File: src/hw/rtl/iso_week_number_macros.svh
// Assertion macros for the ISO week number block.
// Used by iso_week_number.sv; needs no other file.
`ifndef ISO_WEEK_NUMBER_MACROS_SVH
`define ISO_WEEK_NUMBER_MACROS_SVH

// Same-cycle implication, disabled while reset is low.
`define IWN_ASSERT_NOW(lbl, clk, rstn, ante, cons) \
  lbl: assert property (@(posedge clk) disable iff (!(rstn)) (ante) |-> (cons)) \
    else $error("iso_week_number: same-cycle check failed");

// Next-cycle implication, disabled while reset is low.
`define IWN_ASSERT_NEXT(lbl, clk, rstn, ante, cons) \
  lbl: assert property (@(posedge clk) disable iff (!(rstn)) (ante) |=> (cons)) \
    else $error("iso_week_number: next-cycle check failed");

`endif

File: src/hw/rtl/iwn_pkg.sv
// Shared types, constants and small functions for the ISO week number block.
// No dependencies; imported by iwn_year_calc, iwn_week_calc and iso_week_number.
`default_nettype none

package iwn_pkg;

  localparam int NumStages = 6;

  // year + 399: the prior year, shifted by one 400-year cycle
  localparam logic [14:0] YearOffset = 15'd399;
  // (x >> 2) * 1311 >> 15 == x / 100 for x below 18724
  localparam logic [10:0] Div25Mul   = 11'd1311;
  // x * 293 >> 11 == x / 7 for x below 683
  localparam logic [8:0]  Div7Mul    = 9'd293;
  localparam logic [6:0]  Hundred    = 7'd100;

  localparam logic [5:0]  WeeksLong  = 6'd53;
  localparam logic [5:0]  WeeksShort = 6'd52;
  localparam logic [5:0]  WeekFirst  = 6'd1;

  // weekday codes, Monday = 0
  localparam logic [2:0]  WdWed = 3'd2;
  localparam logic [2:0]  WdThu = 3'd3;
  localparam logic [2:0]  WdFri = 3'd4;
  localparam logic [2:0]  WdSat = 3'd5;

  typedef struct packed {
    logic [14:0] sum;         // day count of the prior years, not yet reduced mod 7
    logic        leap_prior;
    logic        leap_cur;
    logic [8:0]  base;        // days of the months before, plus day, no leap day
    logic        late;        // month past February
  } year_info_t;

  // mod 7 by folding 3-bit chunks (8 == 1 mod 7)
  function automatic logic [2:0] mod7(input logic [15:0] v);
    logic [5:0] s1;
    logic [3:0] s2;
    s1 = 6'(v[2:0]) + 6'(v[5:3]) + 6'(v[8:6]) + 6'(v[11:9]) + 6'(v[14:12])
       + 6'(v[15]);
    s2 = 4'(s1[2:0]) + 4'(s1[5:3]);
    if (s2 >= 4'd7) begin
      s2 = s2 - 4'd7;
    end
    return s2[2:0];
  endfunction

  // days before the first of the month; month 0 acts as January, above 12 as December
  function automatic logic [8:0] month_cum(input logic [3:0] m);
    logic [8:0] c;
    case (m)
      4'd0, 4'd1: c = 9'd0;
      4'd2:       c = 9'd31;
      4'd3:       c = 9'd59;
      4'd4:       c = 9'd90;
      4'd5:       c = 9'd120;
      4'd6:       c = 9'd151;
      4'd7:       c = 9'd181;
      4'd8:       c = 9'd212;
      4'd9:       c = 9'd243;
      4'd10:      c = 9'd273;
      4'd11:      c = 9'd304;
      default:    c = 9'd334;
    endcase
    return c;
  endfunction

endpackage

`default_nettype wire

File: src/hw/rtl/iwn_year_calc.sv
// Stages 0..2: year split into century and rest, leap flags, month offset.
// Depends on iwn_pkg.
`default_nettype none

module iwn_year_calc (
  input  wire logic              clk_i,
  input  wire logic [2:0]        en_i,
  input  wire logic [13:0]       year_i,
  input  wire logic [3:0]        month_i,
  input  wire logic [4:0]        day_i,
  output iwn_pkg::year_info_t    info_o
);
  import iwn_pkg::*;

  logic [14:0] r0_q, r1_q;
  logic [8:0]  base0_q, base1_q;
  logic        late0_q, late1_q;
  logic [22:0] prod1_q;
  year_info_t  info_d, info_q;

  logic [7:0]  cent;
  logic [14:0] rem_full;
  logic [6:0]  rem;

  // stage 0
  always_ff @(posedge clk_i) begin
    if (en_i[0]) begin
      r0_q    <= 15'(year_i) + YearOffset;
      base0_q <= month_cum(month_i) + 9'(day_i);
      late0_q <= (month_i > 4'd2);
    end
  end

  // stage 1: reciprocal multiply for /100
  always_ff @(posedge clk_i) begin
    if (en_i[1]) begin
      prod1_q <= 23'(r0_q[14:2]) * 23'(Div25Mul);
      r1_q    <= r0_q;
      base1_q <= base0_q;
      late1_q <= late0_q;
    end
  end

  // stage 2
  always_comb begin
    cent     = prod1_q[22:15];
    rem_full = r1_q - 15'(cent) * 15'(Hundred);
    rem      = rem_full[6:0];
    info_d.leap_prior = ((r1_q[1:0] == 2'd0) && (rem != 7'd0)) ||
                        ((rem == 7'd0) && (cent[1:0] == 2'd0));
    // current year is r + 1
    info_d.leap_cur   = ((r1_q[1:0] == 2'd3) && (rem != 7'd99)) ||
                        ((rem == 7'd99) && (cent[1:0] == 2'd3));
    info_d.sum  = r1_q + 15'(r1_q[14:2]) - 15'(cent) + 15'(cent[7:2]);
    info_d.base = base1_q;
    info_d.late = late1_q;
  end

  always_ff @(posedge clk_i) begin
    if (en_i[2]) begin
      info_q <= info_d;
    end
  end

  assign info_o = info_q;

endmodule

`default_nettype wire

File: src/hw/rtl/iwn_week_calc.sv
// Stages 3..5: Jan 1 weekday, ordinal, weekday, raw week and year-edge fixup.
// Depends on iwn_pkg.
`default_nettype none

module iwn_week_calc (
  input  wire logic              clk_i,
  input  wire logic [2:0]        en_i,
  input  wire iwn_pkg::year_info_t info_i,
  output logic [5:0]             week_o
);
  import iwn_pkg::*;

  logic [2:0]  jan1_q;
  logic [8:0]  ord_q;
  logic        leap_prior3_q, leap_cur3_q;

  logic [2:0]  wd;
  logic [8:0]  x_q;
  logic        long_cur_q, long_prior_q;

  logic [17:0] prod;
  logic [5:0]  raw;
  logic [5:0]  week_d, week_q;

  // stage 3
  always_ff @(posedge clk_i) begin
    if (en_i[0]) begin
      jan1_q        <= mod7(16'(info_i.sum));
      ord_q         <= info_i.base + 9'(info_i.late & info_i.leap_cur);
      leap_prior3_q <= info_i.leap_prior;
      leap_cur3_q   <= info_i.leap_cur;
    end
  end

  // stage 4: weekday of the date is Jan 1 weekday plus ordinal - 1
  assign wd = mod7(16'(jan1_q) + 16'(ord_q) + 16'd6);

  always_ff @(posedge clk_i) begin
    if (en_i[1]) begin
      x_q          <= ord_q + 9'd9 - 9'(wd);
      long_cur_q   <= (jan1_q == WdThu) || ((jan1_q == WdWed) && leap_cur3_q);
      // prior Jan 1 sits 1 (or 2 if prior was leap) days before this one
      long_prior_q <= (jan1_q == WdFri) || ((jan1_q == WdSat) && leap_prior3_q);
    end
  end

  // stage 5
  always_comb begin
    prod = 18'(x_q) * 18'(Div7Mul);
    raw  = prod[16:11];
    if (raw == 6'd0) begin
      week_d = long_prior_q ? WeeksLong : WeeksShort;
    end else if ((raw == WeeksLong) && !long_cur_q) begin
      week_d = WeekFirst;
    end else begin
      week_d = raw;
    end
  end

  always_ff @(posedge clk_i) begin
    if (en_i[2]) begin
      week_q <= week_d;
    end
  end

  assign week_o = week_q;

endmodule

`default_nettype wire

File: src/hw/rtl/iso_week_number.sv
// ISO 8601 week number of a Gregorian date, six-stage pipeline.
// Throughput: one word per cycle while the output is not stalled; accepted words pass
// through stages 0..5 in order. Each stage advances when empty or when the next moves.
// A stalled output stage holds its word; upstream stages keep filling bubbles.
// Reset (rst_ni low, async) clears all stage valid bits; data regs are not reset.
`default_nettype none

module iso_week_number (
  input  wire logic        clk_i,
  input  wire logic        rst_ni,
  input  wire logic        s_axis_tvalid,
  output logic             s_axis_tready,
  input  wire logic [23:0] s_axis_tdata,   // [13:0] year, [17:14] month, [22:18] day, [23] 0
  output logic             m_axis_tvalid,
  input  wire logic        m_axis_tready,
  output logic [7:0]       m_axis_tdata    // [5:0] week, [7:6] 0
);
  import iwn_pkg::*;

  `include "iso_week_number_macros.svh"

  logic [NumStages-1:0] valid_d, valid_q;
  logic [NumStages-1:0] stage_en;
  year_info_t           info;
  logic [5:0]           week;

  // Stage k loads when it is empty or its word moves on this cycle.
  always_comb begin
    stage_en[NumStages-1] = !valid_q[NumStages-1] || m_axis_tready;
    for (int k = NumStages - 2; k >= 0; k--) begin
      stage_en[k] = !valid_q[k] || stage_en[k+1];
    end
  end

  always_comb begin
    valid_d = valid_q;
    if (stage_en[0]) begin
      valid_d[0] = s_axis_tvalid;
    end
    for (int k = 1; k < NumStages; k++) begin
      if (stage_en[k]) begin
        valid_d[k] = valid_q[k-1];
      end
    end
  end

  always_ff @(posedge clk_i or negedge rst_ni) begin
    if (!rst_ni) begin
      valid_q <= '0;
    end else begin
      valid_q <= valid_d;
    end
  end

  // Year decomposition: stages 0..2
  iwn_year_calc u_year (
    .clk_i   (clk_i),
    .en_i    (stage_en[2:0]),
    .year_i  (s_axis_tdata[13:0]),
    .month_i (s_axis_tdata[17:14]),
    .day_i   (s_axis_tdata[22:18]),
    .info_o  (info)
  );

  // Weekday and week: stages 3..5
  iwn_week_calc u_week (
    .clk_i  (clk_i),
    .en_i   (stage_en[5:3]),
    .info_i (info),
    .week_o (week)
  );

  assign s_axis_tready = stage_en[0];
  assign m_axis_tvalid = valid_q[NumStages-1];
  assign m_axis_tdata  = {2'b00, week};

  // Any word on the output is a legal week number.
  `IWN_ASSERT_NOW(a_week_range, clk_i, rst_ni, m_axis_tvalid,
                  (week != 6'd0) && (week <= WeeksLong))
  // An accepted word lands in stage 0.
  `IWN_ASSERT_NEXT(a_accept_lands, clk_i, rst_ni, s_axis_tvalid && s_axis_tready,
                   valid_q[0])
  // A held mid-pipe word is not dropped.
  `IWN_ASSERT_NEXT(a_hold_mid, clk_i, rst_ni, valid_q[3] && !stage_en[3], valid_q[3])

endmodule

`default_nettype wire
File: config.mk
export PLATFORM = sky130hd
export DESIGN_NAME = iso_week_number
export DESIGN_NICKNAME = d
export VERILOG_FILES = /design/src/hw/rtl/iwn_pkg.sv /design/src/hw/rtl/iwn_year_calc.sv /design/src/hw/rtl/iwn_week_calc.sv /design/src/hw/rtl/iso_week_number.sv
export VERILOG_INCLUDE_DIRS = /design/src /design/src/hw/rtl
export SDC_FILE = /design/constraint.sdc
export NUM_CORES = 1
export LEC_CHECK = 0
export ABC_AREA = 1
export ABC_CLOCK_PERIOD_IN_PS = 6050
export BUFFER_PORTS_ARGS = -buffer_cell sky130_fd_sc_hd__buf_2
export CAP_MARGIN = 25
export CORE_AREA = 2 2 145 147
export CTS_BUF_LIST = sky130_fd_sc_hd__clkbuf_2
export DETAILED_ROUTE_END_ITERATION = 6
export DIE_AREA = 0 0 147 149
export GPL_TIMING_DRIVEN = 0
export PLACE_DENSITY = 0.88
export SLEW_MARGIN = 20
export SYNTH_ARGS = -nofsm -noshare
export SYNTH_HDL_FRONTEND = slang
export SYNTH_SLANG_ARGS = --single-unit
export TNS_END_PERCENT = 50
File: constraint.sdc
create_clock -name clk_i -period 6.05 [get_ports clk_i]
set_input_delay 0.605 -clock clk_i [delete_from_list [all_inputs] [get_ports clk_i]]
set_output_delay 0.605 -clock clk_i [all_outputs]
set_load 0.05 [all_outputs]
==> flow_summary.ini, run 1 <==
[timing]
max_freq_mhz = 150
final_hold_viol_count = 0
rsz0062_at_grt = yes
tightest_slew_ns = 0.658
clock_skew_ns = 0.0381
relSlewSlack_pct = 56.0
post-route-period-util_pct = 110
fin_ws_ns = -0.621
setup-violations-final = 7
final_max_slew_viol_count = 0
min_period_ns = 6.67

[critical_path]
r2r-start = u_week.jan1_q[0]
worstPathRequired_ns = 6.52
worst-path-buf-inv = 8
startpoint = u_week.jan1_q[0]
reg2reg_slack_ns = -0.62
cp-end-kind = flop
cp-start-kind = flop
cp_num_cells = 33
crit_top_cell = ha_2
critPathMaxFanout = 4
critPathKind = reg2reg
critical-path-top-delay-family = adder cells
crit_end = u_week.x_q[7]
reg2reg_depth = 33
slowest_stage = fa_2
arrival_ns = 7.14
timing.rr.end = u_week.x_q[7]
slowest_delay_ns = 0.50

[floorplanning]
start_util_pct = 57.2
design.core.area_um2 = 20600
die_area_um2 = 21900
fp-row-count = 53
die_w_um = 147
chipHeight_um = 149
ios = 38

[drt]
drc = 0
wire_per_inst_um = 13.2
drtAntennaViolNets = 0
drt_iter0_markers = 413
routed_wl_um = 20700
drt-vias-per-instance = 5.15
vias = 8043
dr.pass1.iters = 7

[yosys]
yosysTopAreaCell = edfxtp_1
synth_top_area_share_pct = 29.6
ys_types = 41
netlist_area_um2 = 11800
synth_warnings = 0
ys_seq_area_share_pct = 30.9
netlist_instances = 1205
syn_area_per_cell_um2 = 9.76
synth.area.top_cells = edfxtp_1 30%, ha_1 23%, fa_1 14%
synth-seq-cells = 122

[cts]
path_clk_slew_ns = 0.20
cts_tree = done
clock_sinks = 122
insertion_delay_ns = 0.71
clockBufferDepth = 2
numCtsBuffers = 17
cts-root-buf = clkbuf_2
h-tree-depth = 4

[placement]
dp.cells = 1516
port-buffer-count = 33
post-dp-hpwl_um = 17100
routabilityCongestion = 0.907

[layout]
nets = 1602
nFillCells = 1616
drive_gt1_share_pct = 9.72
stdcell_count = 1562
finish.utilization_pct = 62.1
area_delta_synth_final_pct = 8.61

[grt]
grt_max_degree = 30
grt_pass1_wl_um = 35500
grt_pass1_vias = 8262
grt_usage_pct = 20.0
grt.overflow.total = 0
antenna_found_initial = 1

[run_status]
violations = negative setup slack
status = finished, violations left

[worst_hold_path]
hold_path.class = in2reg
min-delay-start = s_axis_tvalid

[job]
drv_cap = 0
==> Yosys cell counts <==
cell,count
a31oi_1,3
o21bai_1,1
nor4_1,1
fa_1,83
nor3_1,12
nand2_1,159
nand4_1,8
nor2_1,52
dfrtp_1,6
and3_1,1
clkinv_1,1
xor2_1,53
o21ai_0,31
or2_4,2
a21o_1,2
o21ai_1,1
nor3b_1,1
o2111ai_1,2
o21ai_2,1
inv_1,279
xnor2_1,26
o211ai_1,1
mux2_2,1
edfxtp_1,116
nand3_1,51
buf_4,2
a21boi_0,5
nor2_2,2
a21oi_1,63
buf_2,1
ha_1,218
and2_1,2
nor2_4,1
inv_2,2
conb_1,1
or2_2,1
xor2_2,2
a21boi_4,1
nand2_2,2
o21a_1,4
o31ai_1,4
==> layer usage <==
| metal | share of wire (%) | vias to the layer above | global-route usage, % | wire length [um] |
|---|---|---|---|---|
| li1 | - | 4033 | - | - |
| met1 | 42 | 3829 | 23.0 | 8660 |
| met2 | 53 | 136 | 37.3 | 10900 |
| met3 | 2.9 | 45 | 3.43 | 595 |
| met4 | 2.5 | 0 | 7.50 | 521 |
| met5 | 0 | - | 0 | 0 |
==> cells in the final DEF, fill, tap and decap left out, types with 27 or more instances in the layout <==
master    count
nand2_1     153
xor2_1       53
ha_1        209
nor2_1       52
a21oi_1      62
inv_1       273
fa_1         79
o21ai_0      27
nand3_1      50
edfxtp_1    116
buf_2        34
==> stage by stage <==
step                      TNS, ns  cell area (um2)  hold slack [ns]  setup slack (ns)
after floorplan                 0            11800            0.309            0.0292
after global placement      -2.46            12300            0.403            -0.604
after detailed placement    -3.73            12300            0.405            -0.789
after CTS                   -2.16            12700           0.0194            -0.543
after global routing        -4.98            12800          0.00124            -0.943
final                       -2.87            12800            0.102            -0.621
==> cells by family (layout without fill, tap and decap cells) <==
family                     after synthesis  count (layout)  share of synthesized area (%)
adders and majority gates              301             301                           37.3
AOI/OAI and AO/OA                      119             119                           5.67
DFF                                    122             122                           30.9
xor gates and xnor gates                81              81                           6.16
buffers and inverters                  285             364                           9.17
other                                    1               4                         0.0319
and+or+nand+nor                        295             295                           10.6
muxes                                    1               1                         0.0958
==> final cells by class <==
type	instances	area, um2	area share, %
clock buffers	17	85.1	0.666
clock inverters	15	139	1.09
inverters	282	1060	8.29
flip-flops and latches	122	3630	28.5
multi-input cells	800	7180	56.3
repair buffers	47	304	2.38
well taps	275	344	2.69
diodes	1	2.50	0.0196
plain buffers	3	20.0	0.157
==> sequential cells by signal, summed over array words and instances, names as in the netlist <==
name,flops
u_week.jan1_q,3
u_year.late0_q,1
u_week.long_cur_q,1
u_year.base1_q,9
u_week.leap_cur3_q,1
u_year.base0_q,9
u_year.r0_q,15
u_week.leap_prior3_q,1
valid_q,6
u_year.prod1_q,9
u_week.ord_q,9
u_year.info_o,27
u_week.x_q,9
u_week.long_prior_q,1
u_year.r1_q,14
u_week.week_o,6
u_year.late1_q,1
==> how the worst min path moves through the flow <==
stage / end / slack (ns) / cells past startpoint
final: valid_q[0] / 0.10 / 3
after global placement: u_week.leap_prior3_q / 0.40 / 0
after CTS: valid_q[0] / 0.02 / 3
after global routing: valid_q[0] / 0.001 / 3
after floorplan: valid_q[0] / 0.31 / 0
after detailed placement: u_year.base1_q[4] / 0.40 / 0
==> worst reg2reg max path: cells and delay by family, from the launching register on <==
kind	cells	cell delay, ns
and+or+nand+nor	5	0.54
AOI/OAI and AO/OA	4	0.48
DFF	1	0.49
xor gates and xnor gates	2	0.25
buffers and inverters	8	0.45
adders and majority gates	14	4.21
==> what timing repair did <==
action,in CTS,in global routing
resized for setup,17,9
pin swaps,18,15
setup buffers,5,6
hold buffers,1,0
setup endpoints to repair,7,8
hold endpoints to repair,6,0
Power of run 1 is not shown: default switching activity piles up to over one toggle a cycle in this logic, so the estimate is an artifact.
==> run 2, diff against run 1 <==
ABC_CLOCK_PERIOD_IN_PS = 5400   (was 6050)
CAP_MARGIN = default   (was 25)
clock period = 5.4 ns   (was 6.05 ns; I/O delays follow)
==> run 2 against run 1 <==
The flow finishes with violations (design-rule violations, negative setup slack). Clock-buffer cell count rose by 1. First-iteration DRC count fell by 5.3%. Sequential cell count did not move. Fmax rose by 1.6%. Non-clock buffer count rose by 4. Sequential share of layout area fell by 0.11 points. Routed wire length rose by 3.7%. Cell count rose by 0.26%. Largest cell class unchanged. Highest routed layer unchanged.
==> flow_summary.ini, run 2 (same netlist as run 1, synthesis figures left out) <==
[cts]
clockBufferDepth = 2
numCtsBuffers = 17
cts-root-buf = clkbuf_2
h-tree-depth = 4
path_clk_slew_ns = 0.21
clock_sinks = 122
insertion_delay_ns = 0.72
cts_tree = done

[critical_path]
critPathMaxFanout = 2
timing.rr.end = u_week.x_q[7]
reg2reg_depth = 29
critical-path-top-delay-family = adder cells
worstPathRequired_ns = 5.98
crit_top_cell = inv_1
worst-path-buf-inv = 8
cp-start-kind = flop
r2r-start = u_week.ord_q[0]
critPathKind = reg2reg
reg2reg_slack_ns = -1.17
cp-end-kind = flop
arrival_ns = 7.15
slowest_stage = fa_2
slowest_delay_ns = 0.56

[placement]
port-buffer-count = 33
routabilityCongestion = 0.899
post-dp-hpwl_um = 17100
dp_slack_ns = -1.43
dpl_cell_area_um2 = 12300

[layout]
finish.utilization_pct = 62.4
mostFrequentLayoutCells = 269 x inv_1, 208 x ha_1, 152 x nand2_1
finalInstanceArea_um2 = 12800
nets = 1606
drive_gt1_share_pct = 10.6
area_delta_synth_final_pct = 9.02
final_common_cell = inv_1
largest_reg_flops = 27

[timing]
min_period_ns = 6.57
final_max_slew_viol_count = 0
post-route-period-util_pct = 122
setup-violations-final = 9
clock_skew_ns = 0.0352
relSlewSlack_pct = 55.7
rsz0062_at_grt = yes
fin_ws_ns = -1.17
tightest_slew_ns = 0.663
max_freq_mhz = 152
final_hold_viol_count = 0

[worst_hold_path]
min-delay-start = s_axis_tdata[5]
hold_path.class = in2reg
holdPathStages = 2
hold_end = u_year.r0_q[5]

[run_status]
violations = design-rule violations, negative setup slack
status = finished, violations left

[drt]
drt-vias-per-instance = 5.27
vias = 8255
wire_per_inst_um = 13.7
drc = 1
routed_wl_um = 21400
dr.pass1.iters = 7
drtAntennaViolNets = 0
drt_iter0_markers = 391

[floorplanning]
die_area_um2 = 21900
design.core.area_um2 = 20600
ios = 38
chipHeight_um = 149
fp-row-count = 53
die_w_um = 147
start_util_pct = 57.2

[job]
drv_cap = 0

[grt]
grt.overflow.total = 0
grt_usage_pct = 20.4
grt_pass1_vias = 8418
grt_max_degree = 34
grt_pass1_wl_um = 36100
antenna_found_initial = 1
## run 2: cell count changes in the layout (fill, tap and decap cells not counted), moves of 2 or more
cell / previous run / this run
clkinv_2: 2 / 0
buf_4: 12 / 17
clkinvlp_4: 1 / 4
a21oi_1: 62 / 59
ha_4: 4 / 6
inv_2: 7 / 11
a21oi_2: 0 / 4
inv_6: 7 / 4
nand2_2: 6 / 8
inv_1: 273 / 269
## run 2: cell type report
class | count | area [um2]
tap | 275 | 344
antenna | 1 | 2.50
clock buffer | 18 | 90.1
sequential | 122 | 3630
clock inverter | 14 | 146
multi-input combinational | 800 | 7210
fill | 1599 | 7740
buffer | 3 | 20.0
inverter | 282 | 1060
timing repair buffer | 51 | 309
## run 2: stage by stage
stage,instances,setup TNS [ns],hold WS [ns]
3_5_place_dp,1515,-8.94,0.386
4_1_cts,1561,-7.27,0.0504
6_report,1566,-7.62,0.102
2_1_floorplan,1207,-1.96,0.244
5_1_grt,1566,-9.20,0.0522
3_3_place_gp,1515,-7.75,0.383
## run 2: worst max-delay path by stage
stage / to / start / cells past startpoint / slack, ns
2_1_floorplan: u_week.x_q[7] / u_week.jan1_q[0] / 34 / -0.54
3_3_place_gp: u_week.x_q[7] / u_week.ord_q[0] / 32 / -1.28
3_5_place_dp: u_week.x_q[7] / u_week.jan1_q[0] / 35 / -1.43
4_1_cts: u_week.x_q[7] / u_week.jan1_q[0] / 32 / -1.12
5_1_grt: u_week.x_q[7] / u_week.ord_q[0] / 30 / -1.35
6_report: u_week.x_q[7] / u_week.ord_q[0] / 29 / -1.17
## run 2: routing by layer
layer,wire length [um],GRT usage (%)
met1,8590,22.3
met2,11700,39.9
met3,607,2.75
met4,559,8.17
met5,0,0
## run 2: timing repair
action,4_1_cts,5_1_grt
hold buffers,2,0
gates resized for setup,16,12
setup buffers,12,5
cloned,0,0
hold endpoints to repair,7,0
pin swaps,26,14
endpoints found under the setup margin,10,10
Power of run 2 is left out for the same reason.
